<file path="config.mk">
export PLATFORM = sky130hd
export DESIGN_NAME = erm_cordic_cell
export DESIGN_NICKNAME = d
export VERILOG_FILES = /design/src/rtl/erm_pkg.sv /design/src/rtl/erm_cordic_cell.sv
export SDC_FILE = /design/constraint.sdc
export NUM_CORES = 1
export LEC_CHECK = 0
export ABC_AREA = 1
export BUFFER_PORTS_ARGS = -buffer_cell sky130_fd_sc_hd__buf_2
export CAP_MARGIN = 5
export CORE_ASPECT_RATIO = 0.9
export CORE_UTILIZATION = 45
export DETAILED_ROUTE_END_ITERATION = 16
export PLACE_DENSITY_LB_ADDON = 0.05
export SLEW_MARGIN = 40
export SYNTH_ARGS = -nofsm -noshare
export SYNTH_HDL_FRONTEND = slang
export SYNTH_SLANG_ARGS = --single-unit
</file>
<file path="constraint.sdc">
create_clock -name clk -period 8.9 [get_ports clk]
set_clock_uncertainty 0.05 [all_clocks]
set_input_delay 0.89 -clock clk [delete_from_list [all_inputs] [get_ports clk]]
set_output_delay 0.89 -clock clk [all_outputs]
set_load 0.03 [all_outputs]
</file>
<file path="src/rtl/erm_pkg.sv">
`timescale 1ns / 1ps
// ----------------------------------------------------------------------------
// erm_pkg: shared types and constants of the Euler rotation matrix unit
// Holds the CORDIC step constants, the datapath widths and the record that
// moves down the chain of CORDIC cells.
// ----------------------------------------------------------------------------
package erm_pkg;

  // Default configuration of the top level.
  localparam int ANGLE_BITS_DEF = 16;
  localparam int FRAC_BITS_DEF  = 16;

  // Working format: binary angle of one turn in 32 bits, Q30 trig values.
  localparam int TURN_W    = 32;
  localparam int ITERS     = 30;
  localparam int WORK_FRAC = 30;
  localparam int CORDIC_W  = 34;
  localparam int Z_W       = 33;
  localparam int TRIG_W    = 32;
  localparam int PROD_W    = 2 * TRIG_W;
  localparam int MAT_W     = TRIG_W + 1;

  // Start value of x, which cancels the CORDIC gain.
  localparam logic [31:0] X_INIT = 32'h26DD3B6A;

  // Rounding constant for a Q30 by Q30 product.
  localparam logic signed [PROD_W-1:0] ROUND_HALF = PROD_W'(1) <<< (WORK_FRAC - 1);

  // Arctangent of 2^-i in units of 2^-32 turn.
  localparam logic [31:0] ATAN_TAB [ITERS] = '{
    32'h20000000, 32'h12E4051E, 32'h09FB385B, 32'h051111D4, 32'h028B0D43,
    32'h0145D7E1, 32'h00A2F61E, 32'h00517C55, 32'h0028BE53, 32'h00145F2F,
    32'h000A2F98, 32'h000517CC, 32'h00028BE6, 32'h000145F3, 32'h0000A2FA,
    32'h0000517D, 32'h000028BE, 32'h0000145F, 32'h00000A30, 32'h00000518,
    32'h0000028C, 32'h00000146, 32'h000000A3, 32'h00000051, 32'h00000029,
    32'h00000014, 32'h0000000A, 32'h00000005, 32'h00000003, 32'h00000001
  };

  // One angle in flight through the CORDIC chain.
  typedef struct packed {
    logic signed [CORDIC_W-1:0] x;
    logic signed [CORDIC_W-1:0] y;
    logic        [Z_W-1:0]      z;
    logic        [1:0]          quad;
  } lane_t;

  // One beat in flight: lane 0 is phi, lane 1 theta, lane 2 psi.
  typedef struct packed {
    lane_t [2:0] lane;
    logic        body;
  } cell_data_t;

  // Start a lane from a full-turn binary angle.
  function automatic lane_t lane_init(input logic [TURN_W-1:0] turn);
    lane_t l;
    l.x    = CORDIC_W'(X_INIT);
    l.y    = '0;
    l.z    = Z_W'(turn[TURN_W-3:0]);
    l.quad = turn[TURN_W-1:TURN_W-2];
    return l;
  endfunction

endpackage

</file>
<file path="src/rtl/erm_cordic_cell.sv">
`timescale 1ns / 1ps
// ----------------------------------------------------------------------------
// erm_cordic_cell: one rotation step of the CORDIC chain
// Applies step STEP to all three angles of a beat and hands the result to
// the next cell. The cell holds its beat while the next cell is full.
// ----------------------------------------------------------------------------
module erm_cordic_cell import erm_pkg::*; #(
  parameter int STEP = 0
) (
  input  logic       clk,
  input  logic       rst_n,
  input  logic       up_valid,
  output logic       up_ready,
  input  cell_data_t up_data,
  output logic       dn_valid,
  input  logic       dn_ready,
  output cell_data_t dn_data
);

  logic       valid_r;
  cell_data_t data_r;
  cell_data_t data_nxt;

  // The cell takes a beat when it is empty or its beat moves on.
  assign up_ready = ~valid_r | dn_ready;
  assign dn_valid = valid_r;
  assign dn_data  = data_r;

  // Rotate each lane toward a zero residual angle.
  always_comb begin
    logic signed [CORDIC_W-1:0] dx;
    logic signed [CORDIC_W-1:0] dy;
    data_nxt = up_data;
    for (int l = 0; l < 3; l++) begin
      dx = $signed(up_data.lane[l].y) >>> STEP;
      dy = $signed(up_data.lane[l].x) >>> STEP;
      if (!up_data.lane[l].z[Z_W-1]) begin
        data_nxt.lane[l].x = $signed(up_data.lane[l].x) - dx;
        data_nxt.lane[l].y = $signed(up_data.lane[l].y) + dy;
        data_nxt.lane[l].z = up_data.lane[l].z - Z_W'(ATAN_TAB[STEP]);
      end else begin
        data_nxt.lane[l].x = $signed(up_data.lane[l].x) + dx;
        data_nxt.lane[l].y = $signed(up_data.lane[l].y) - dy;
        data_nxt.lane[l].z = up_data.lane[l].z + Z_W'(ATAN_TAB[STEP]);
      end
    end
  end

  // Valid flag.
  always_ff @(posedge clk) begin
    if (!rst_n) begin
      valid_r <= 1'b0;
    end else if (up_ready) begin
      valid_r <= up_valid;
    end
  end

  // Payload.
  always_ff @(posedge clk) begin
    if (up_ready) begin
      data_r <= data_nxt;
    end
  end

endmodule

</file>
# --- After elaboration in Yosys (flattened, before gate mapping) ---
# Cells that the tools add are included.
word_totals:
  register_bits: 311
  latch_bits: 0
  ramBits: 0
  rom_bits: 0
  in_bits: 314
  word_cells: 34
  mem_count: 0
classes:
  add_sub_neg: 15
  mul: 0
  div: 0
  magnitude_cmp: 0
  eq_ne: 0
  shift: 0
  n_mux: 3
  bitwise: 2
  reduce_logical: 0
op_table:
  columns: ["cell", "n"]
  rows:
  - ["$mux 101", 3]
  - ["$sub 34x34->34", 6]
  - ["$add 34x34->34", 3]
  - ["$add 33x30->33 const B", 3]
  - ["$sub 33x30->33 const B", 3]
  - ["$not 1->1", 1]
  - ["$or 1x1->1", 1]

# --- Longest topological paths before layout ---
logic_depth:
  ltp_word: 2
  mapped_depth: 18
  depth_no_buf: 17

# --- Worst setup path after synthesis ---
# Ideal clock, no wire load.
synth_path:
  path_type: "input-to-reg"
  startpoint: "in dn_ready"
  endpoint: "reg valid_r, in the netlist dn_valid"
  arrival_ns: 7.981
  t_required_ns: 8.355
  path_slack_ns: 0.374
  cell_stages: 3
  cell_sequence: "inv_1 > nand2_1 > a21boi_0"
synth_via:
  elab_chain_cells: 1
synth_rtl:
  columns: ["item", "line_no", "source"]
  rows:
  - ["from (decl)", "erm_cordic_cell.sv:16", "input logic dn_ready,"]
  - ["$or 1x1->1", "erm_cordic_cell.sv:25", "assign up_ready = ~valid_r | dn_ready;"]
  - ["net up_ready", "erm_cordic_cell.sv:13", "output logic up_ready,"]
  - ["to (signal assigned)", "erm_cordic_cell.sv:54", "valid_r <= up_valid;"]
  - ["to (decl)", "erm_cordic_cell.sv:20", "logic valid_r;"]
# The timed path passes the listed nets, and every way through them passes these cells.
# A chain may end at the register's enable or synchronous reset.

==> flow_summary.ini <==
[timing]
max_freq_mhz = 329
drv_slew = 0
relSlewSlack_pct = 44.0
period_share_pct = 34.2
setup_viol = 0
period_minus_slack_ns = 3.04
rsz0062_at_grt = no
timing.final.hold_violations = 0
setup-tns-final_ns = 0
worstMarginPinSlew_ns = 0.839

[critical_path]
slowest_stage = a21oi_1
cp_cell_sequence = buf_2, inv_1, ha_1, inv_1, a21oi_1, o21ai_0, a21oi_1, nand3_1, xor2_1, nand2_1, nand2_1
cp-end-kind = flip-flop
arrival_ns = 3.31
worstPathRequired_ns = 9.17
reg2regPathDepth = 3
crit_type = input pin to flip-flop
critPathMaxStageDelay_ns = 0.50
start_kind = input pin
path_buf_inv = 3
crit_family = compound AO/OA/AOI/OAI gates
cp_max_fo = 8
cp.depth = 11

[floorplanning]
row_count = 90
pin_count = 626
die_area_sq_um = 69800
fp.dieH_microns = 251
die-width_microns = 278
initial_core_util_pct = 45.8
core_area_sq_um = 67500

[synthesis]
synth-main-ff-cell = edfxtp_1
ys_seq_area_share_pct = 29.9
ys_top_cells_by_area = edfxtp_1 30%, nand2_1 15%, ha_1 12%
async_flop_share_pct = 0
syn_nets = 5133
synth_enable_flop_cells = 307
synth_area_leader_cell = edfxtp_1
synth_top_cell_area_share_pct = 29.8
netlist_area_sq_um = 30900
postSynthCellCount = 4504
synth_cell_types = 52
ys_ff_latch = 308
yosysWarnings = 0
syn_avg_cell_area_sq_um = 6.87

[grt]
grt_max_degree = 75
grt_use_met1_pct = 47.3
grt_pass1_wl_microns = 176000
grt_pass1_vias = 29500
met2_usage_pct = 51.2
antenna_found_initial = 8
grt_usage_pct = 32.8
overflow = 0
grt-busiest-layer = met2
met3_usage_pct = 4.63

[clock_tree]
cts.sinks = 308
cts.clk_slew.worst_paths_ns = 0.07
cts_buffers = 38
holdBufCountCts = 0
clock_latency_ns = 0.56
clockBufferDepth = 3
root_buffer = clkbuf_16
cts.htree.levels = 2
post_cts_buffers = 0
cts_resized = 0
tritoncts = built

[power_and_ir_drop]
pwr_density_cell_nw_per_um2 = 163
p_total_w = 0.00584
vdd_drop_max_mv = 0.144
power.leakage_nw = 18.3

[route]
first_pass_iters = 6
vias = 32400
wl_per_cell_microns = 20.0
vias_per_cell = 5.44
antenna_left = 0
drc = 0
drt_iter0_markers = 2961
wirelength_microns = 119000

[worst_hold_path]
min_delay_path_depth = 1
hp-class = input pin to flip-flop

[placement]
dpl_cell_area_sq_um = 34500
gp_congestion = 1.01
io_buffers = 625
hpwl_microns = 99100

[flow_run]
drv_cap = 0

[cells_and_area]
drive_gt1_share_pct = 15.9
fill_cells = 6896
final_util_pct = 53.0
synthToLayoutAreaGrowth_pct = 15.6
nNetsFinal = 5681
layout_common_cells = 1209 x nand2_1, 631 x inv_1, 625 x buf_2
final_common_cell = nand2_1
finalInstanceArea_sq_um = 35800

[status]
status = finished clean
-- flip-flops by register name, summed over array words and instances, names as in the netlist --
| register | flops |
|---|---|
| dn_data | 307 |
| dn_valid | 1 |
-- cell families after synthesis --
group | after synthesis | synth area share, %
compound gates | 804 | 14.4
mux | 3 | 0.0971
buf+inv | 776 | 10.2
flops | 308 | 29.9
simple gates | 2214 | 30.1
fa+ha+maj | 315 | 13.0
xor+xnor | 84 | 2.38
-- Yosys cell counts (22+ instances only) --
master	number
a21o_1	31
a21oi_1	375
buf_2	46
buf_4	45
clkbuf_1	33
edfxtp_1	307
ha_1	303
inv_1	631
nand2_1	1210
nand3_1	445
nand4_1	22
nor2_1	412
nor3_1	39
o21ai_0	236
o21ai_1	35
o21bai_1	32
xor2_1	82
-- where the power goes --
part | internal [W] | leakage, nW | switching (W)
logic | 0.000657 | 14.5 | 0.00173
clock network | 0.000853 | 0.588 | 0.000663
registers | 0.00186 | 3.21 | 0.0000817
total | 0.00337 | 18.3 | 0.00247
-- through the flow --
stage | worst slack (ns) | instances | hold WS (ns)
4_1_cts | 6.00 | 5953 | 0.402
3_5_place_dp | 5.40 | 5885 | 0.878
6_report | 5.86 | 5959 | 0.433
5_1_grt | 5.75 | 5955 | 0.412
2_1_floorplan | 0.374 | 4504 | 0.939
3_3_place_gp | 5.38 | 5885 | 0.876
-- routing by layer --
layer | up-vias | part of all wire, %
met5 | - | 0.027
met4 | 6 | 2.5
met3 | 155 | 8.1
met2 | 1436 | 44
met1 | 15000 | 46
li1 | 15900 | -
-- layout make-up --
| cell class | count | area [sq um] | area share (%) |
|---|---|---|---|
| Clock buffer | 45 | 1020 | 2.85 |
| Multi-Input combinational cell | 3420 | 18500 | 51.9 |
| Tap cell | 874 | 1090 | 3.06 |
| Antenna cell | 5 | 12.5 | 0.0350 |
| Inverter | 647 | 2430 | 6.81 |
| Clock inverter | 23 | 180 | 0.504 |
| Sequential cell | 308 | 9240 | 25.8 |
| Timing Repair Buffer | 637 | 3240 | 9.06 |
-- final timing paths --
path / start / endpoint / slack (ns)
hold reg to reg: dn_valid / dn_valid / 0.87
hold / removal: up_data[8] / dn_data[8] / 0.43
setup reg to reg: dn_valid / dn_data[32] / 6.35
setup / recovery: up_data[158] / dn_data[193] / 5.86
No activity file was read; power rests on OpenSTA's default activity.
